**config.mk**
```make
export PLATFORM = sky130hd
export DESIGN_NAME = riec_ctrl
export DESIGN_NICKNAME = d
export VERILOG_FILES = /design/src/hdl/riec_pkg.sv /design/src/hdl/riec_ctrl.sv
export SDC_FILE = /design/constraint.sdc
export NUM_CORES = 1
export LEC_CHECK = 0
export BUFFER_PORTS_ARGS = -buffer_cell sky130_fd_sc_hd__buf_4
export CORE_AREA = 2 2 39 41
export CTS_BUF_LIST = sky130_fd_sc_hd__clkbuf_4
export CTS_CLUSTER_DIAMETER = 150
export CTS_CLUSTER_SIZE = 30
export DETAILED_ROUTE_END_ITERATION = 16
export DIE_AREA = 0 0 41 43
export PLACE_DENSITY_LB_ADDON = 0.05
export SLEW_MARGIN = 5
export SYNTH_ARGS = -nofsm -noshare
export SYNTH_HDL_FRONTEND = slang
export SYNTH_SLANG_ARGS = --single-unit
```
**constraint.sdc**
```tcl
create_clock -name clk -period 1.77 [get_ports clk]
set_input_delay 0.0885 -clock clk [delete_from_list [all_inputs] [get_ports clk]]
set_output_delay 0.0885 -clock clk [all_outputs]
set_load 0.01 [all_outputs]
```
**src/hdl/riec_pkg.sv**
```systemverilog
// Shared types and constants of the integer execute core.
// Item structs, opcode and condition codes, control command/status bundles.
// No dependencies.
package riec_pkg;

    localparam int unsigned PC_W = 30;
    localparam logic [PC_W-1:0] BOOT_PC_DEFAULT = 30'd1073741312;

    // register operation codes
    localparam logic [3:0] OP_MOV = 4'd0;
    localparam logic [3:0] OP_LSL = 4'd1;
    localparam logic [3:0] OP_ASR = 4'd2;
    localparam logic [3:0] OP_ROR = 4'd3;
    localparam logic [3:0] OP_AND = 4'd4;
    localparam logic [3:0] OP_ANN = 4'd5;
    localparam logic [3:0] OP_IOR = 4'd6;
    localparam logic [3:0] OP_XOR = 4'd7;
    localparam logic [3:0] OP_ADD = 4'd8;
    localparam logic [3:0] OP_SUB = 4'd9;
    localparam logic [3:0] OP_MUL = 4'd10;
    localparam logic [3:0] OP_DIV = 4'd11;

    // branch condition codes
    localparam logic [2:0] CND_MI = 3'd0;
    localparam logic [2:0] CND_EQ = 3'd1;
    localparam logic [2:0] CND_CS = 3'd2;
    localparam logic [2:0] CND_VS = 3'd3;
    localparam logic [2:0] CND_LS = 3'd4;
    localparam logic [2:0] CND_LT = 3'd5;
    localparam logic [2:0] CND_LE = 3'd6;

    // item kinds
    localparam logic KIND_INSTR = 1'b0;
    localparam logic KIND_LDATA = 1'b1;

    localparam logic [3:0] LINK_REG = 4'd15;

    typedef struct packed {
        logic        kind;
        logic [31:0] instr;
        logic [31:0] load_data;
    } riec_in_t;

    typedef struct packed {
        logic [PC_W-1:0] next_pc;
        logic            mem_valid;
        logic            mem_write;
        logic            mem_byte;
        logic [31:0]     mem_address;
        logic [31:0]     mem_wdata;
        logic            unsupported;
        logic            sequence_error;
    } riec_out_t;

    typedef struct packed {
        logic capture;
        logic rd_first;
        logic rd_second;
        logic exec;
        logic div_step;
        logic wb;
        logic out_load;
    } riec_cmd_t;

    typedef struct packed {
        logic long_mul;
        logic long_div;
        logic div_last;
        logic out_free;
    } riec_sts_t;

endpackage

```
**src/hdl/riec_ctrl.sv**
```systemverilog
// Sequencing state machine of the integer execute core.
// Depends on riec_pkg for the command and status bundles.
module riec_ctrl
    import riec_pkg::*;
(
    input  logic      clk,
    input  logic      rst_n,
    input  logic      item_valid,
    output logic      item_stall,
    input  riec_sts_t sts,
    output riec_cmd_t cmd
);

    typedef enum logic [6:0] {
        S_IDLE = 7'b0000001,
        S_RD1  = 7'b0000010,
        S_RD2  = 7'b0000100,
        S_EXEC = 7'b0001000,
        S_DIV  = 7'b0010000,
        S_WB   = 7'b0100000,
        S_OUT  = 7'b1000000
    } state_t;

    state_t state_reg, state_next;

    // next state
    always_comb
    begin
        state_next = state_reg;
        case (state_reg)
            S_IDLE: if (item_valid) state_next = S_RD1;
            S_RD1:  state_next = S_RD2;
            S_RD2:  state_next = S_EXEC;
            S_EXEC:
            begin
                if (sts.long_div)      state_next = S_DIV;
                else if (sts.long_mul) state_next = S_WB;
                else                   state_next = S_OUT;
            end
            S_DIV:  if (sts.div_last) state_next = S_WB;
            S_WB:   state_next = S_OUT;
            S_OUT:  if (sts.out_free) state_next = S_IDLE;
            default: state_next = S_IDLE;
        endcase
    end

    always_ff @(posedge clk or negedge rst_n)
    begin
        if (!rst_n)
            state_reg <= S_IDLE;
        else
            state_reg <= state_next;
    end

    // commands to the datapath
    assign item_stall    = (state_reg != S_IDLE);
    assign cmd.capture   = (state_reg == S_IDLE) && item_valid;
    assign cmd.rd_first  = (state_reg == S_RD1);
    assign cmd.rd_second = (state_reg == S_RD2);
    assign cmd.exec      = (state_reg == S_EXEC);
    assign cmd.div_step  = (state_reg == S_DIV);
    assign cmd.wb        = (state_reg == S_WB);
    assign cmd.out_load  = (state_reg == S_OUT) && sts.out_free;

endmodule

```
==> results.json <==
{
  "status": "complete, but fails checks",
  "failed_checks": "setup timing",
  "synth_top_family_by_area": "simple AND/OR/NAND/NOR gates",
  "min_to": "state_reg[4]$_DFFE_PN0P_",
  "rr_startpoint": "state_reg[5]$_DFFE_PN0P_",
  "fin_nets": 85,
  "leakagePower_nw": 0.3514,
  "period_needed_ns": 1.806,
  "drt-pass1-iter-count": 4,
  "hold_violations": 0,
  "synthDistinctLibCells": 26,
  "cts-htree-levels": 1,
  "drive_gt1_share_pct": 40.26,
  "setup_viol": 2,
  "antenna_found_initial": 0,
  "holdCritStartpoint": "sts[1]",
  "place_ws_ns": 0.1583,
  "synthDominantCellAreaShare_pct": 31.50,
  "die-area_um2": 1763,
  "holdCritPathClass": "in -> reg",
  "timing.hold.ws_ns": 0.01463,
  "fin_skew_ns": 0.001848,
  "tightest_slew_ns": 0.3565,
  "synth.ff_latch_count": 7,
  "required_ns": 1.68,
  "gp_congestion": 0.7503,
  "synthAdderAreaFrac_pct": 0,
  "track_usage_pct": 16.09,
  "postLayoutCellArea_um2": 694.4,
  "vdd_drop_max_mv": 0.4319,
  "synth_top_area_cell": "dfrtp_1",
  "finalPower_mw": 0.8660,
  "fillers": 142,
  "crit_fanout": 3,
  "clkSlewWorstSetupHoldPaths_ns": 0.05,
  "num_vias": 483,
  "synth-simple-area-share_pct": 38.85,
  "clockRootBuffer": "clkbuf_4",
  "r2r_cells": 4,
  "clock_latency_ns": 0.25,
  "synth_cells": 54,
  "crit_path_end_kind": "output pin",
  "synth_xor_area_share_pct": 3.675,
  "max_freq_ghz": 0.5536,
  "utilization_pct": 50.18,
  "cts.path.max_buffers": 2,
  "ff2ff_setup_slack_ns": 0.22,
  "routedWlPerCell_um": 12.58,
  "synth_area_um2": 476.7,
  "cts.sinks": 7,
  "grt_pass1_vias": 485,
  "maxCapViolations": 0,
  "largest_reg_flops": 7,
  "finalMaxSlewViolations": 0,
  "powerDensity_nw_per_um2": 1247,
  "die_height_um": 43,
  "design.core.area_um2": 1384,
  "synthTopCellsByArea": "dfrtp_1, dfstp_2, nor2_1, nor3b_1, and4b_1",
  "worstPathArrival_ns": 1.72,
  "timing.rr.end": "state_reg[0]$_DFFE_PN1P_",
  "grt_pass1_wl_mm": 1.938,
  "postRouteAntennaNets": 0,
  "synthFlopType": "dfrtp_1",
  "fin_ws_ns": -0.03631,
  "syn_avg_cell_area_um2": 8.828,
  "relSlewSlack_pct": 76.01,
  "synth_nets": 61,
  "placed_area_um2": 620.6,
  "synth_compound_area_share_pct": 12.60,
  "synth_common_cells": "dfrtp_1, nor2_1, inv_1",
  "rsz0062_at_grt": "yes",
  "dieWidth_um": 41,
  "synthMuxAreaShare_pct": 0,
  "initial_core_util_pct": 34.45,
  "cts_buffers": 3,
  "ys_seq_area_share_pct": 37.01,
  "vias_per_cell": 5.194,
  "grt_overflow": 0,
  "min_path_cells": 2,
  "routed_wl_mm": 1.170,
  "period_share_pct": 102.1,
  "cts_tree": "yes",
  "diodes": 0,
  "setup_tns_ns": -0.03677,
  "dp.cells": 86,
  "async_flop_share_pct": 100.0,
  "worstSetupStartpointType": "flop",
  "drc": 0,
  "synth_warnings": 0,
  "ios": 15,
  "row_count": 14,
  "drtIter0Drc": 4,
  "port_buffers": 14,
  "synth_edf_count": 0,
  "critical_path_class": "reg -> out",
  "grt_max_degree": 11,
  "area_growth_pct": 45.67,
  "hpwl_um": 876.9,
  "final_cells": 93
}
-- layer usage --
layer / track usage, % / routed length, µm
met5: 0 / 0
met4: 11.33 / 0
met3: 1.571 / 38
met2: 22.81 / 584
met1: 21.78 / 547
-- worst max path at each step --
stage | startpoint | endpoint | slack, ns | depth (start not counted)
after floorplan | state_reg[5]$_DFFE_PN0P_ | cmd[6] | 0.08 | 4
after global placement | state_reg[5]$_DFFE_PN0P_ | cmd[6] | 0.17 | 4
after detailed placement | state_reg[5]$_DFFE_PN0P_ | cmd[6] | 0.16 | 4
after CTS | state_reg[3]$_DFFE_PN0P_ | cmd[6] | -0.05 | 4
after global routing | state_reg[5]$_DFFE_PN0P_ | cmd[6] | -0.1 | 4
final | state_reg[5]$_DFFE_PN0P_ | cmd[6] | -0.04 | 4
-- final cells by class --
| class | count | area, µm² | share of cell area [%] |
|---|---|---|---|
| timing repair buffer | 22 | 167.7 | 24.14 |
| clock buffer | 4 | 30.03 | 4.324 |
| inverter | 5 | 18.77 | 2.703 |
| tap | 16 | 20.02 | 2.883 |
| sequential | 7 | 177.7 | 25.59 |
| multi-input combinational | 39 | 280.3 | 40.36 |
-- logic make-up after synthesis --
| kind of cell | after synthesis |
|---|---|
| buf+inv | 8 |
| compound gates | 8 |
| xor+xnor | 2 |
| simple gates | 29 |
| flops | 7 |
-- report_power, final --
| group | switching, mW | internal [mW] | leakage, nW | total, mW |
|---|---|---|---|---|
| clock network | 0.0581 | 0.101 | 0.0184 | 0.159 |
| logic | 0.204 | 0.244 | 0.242 | 0.448 |
| registers | 0.0541 | 0.205 | 0.0914 | 0.259 |
-- worst max-delay path, cell delays in order, from the launching register on --
cell	delay, ns
dfrtp_1	0.38
or4_4	0.54
or3_4	0.36
nor2_2	0.08
buf_4	0.12
-- placed cells by master, fill, tap and decap left out, drive strengths merged, types with 2 or more instances in the layout --
cell     synthesis  routed
nand3            2       2
xor2             2       2
nor3b            3       3
nor4b            2       2
o211ai           2       2
nand4            2       2
nor2             6       6
clkbuf           2       4
and4b            2       2
nor3             2       2
buf              1      21
nor2b            2       2
nor4             3       3
o2bb2ai          2       2
dfrtp            6       6
inv              5       5
-- repair_timing --
action | 4_1_cts | 5_1_grt
pin swaps | 2 | 1
setup endpoints to repair | 2 | 4
buffers inserted | 2 | 0
hold buffers | 1 | 0
resized for setup | 2 | 2
hold endpoints to repair | 7 | 0
Power figures use the tool's default switching activity.
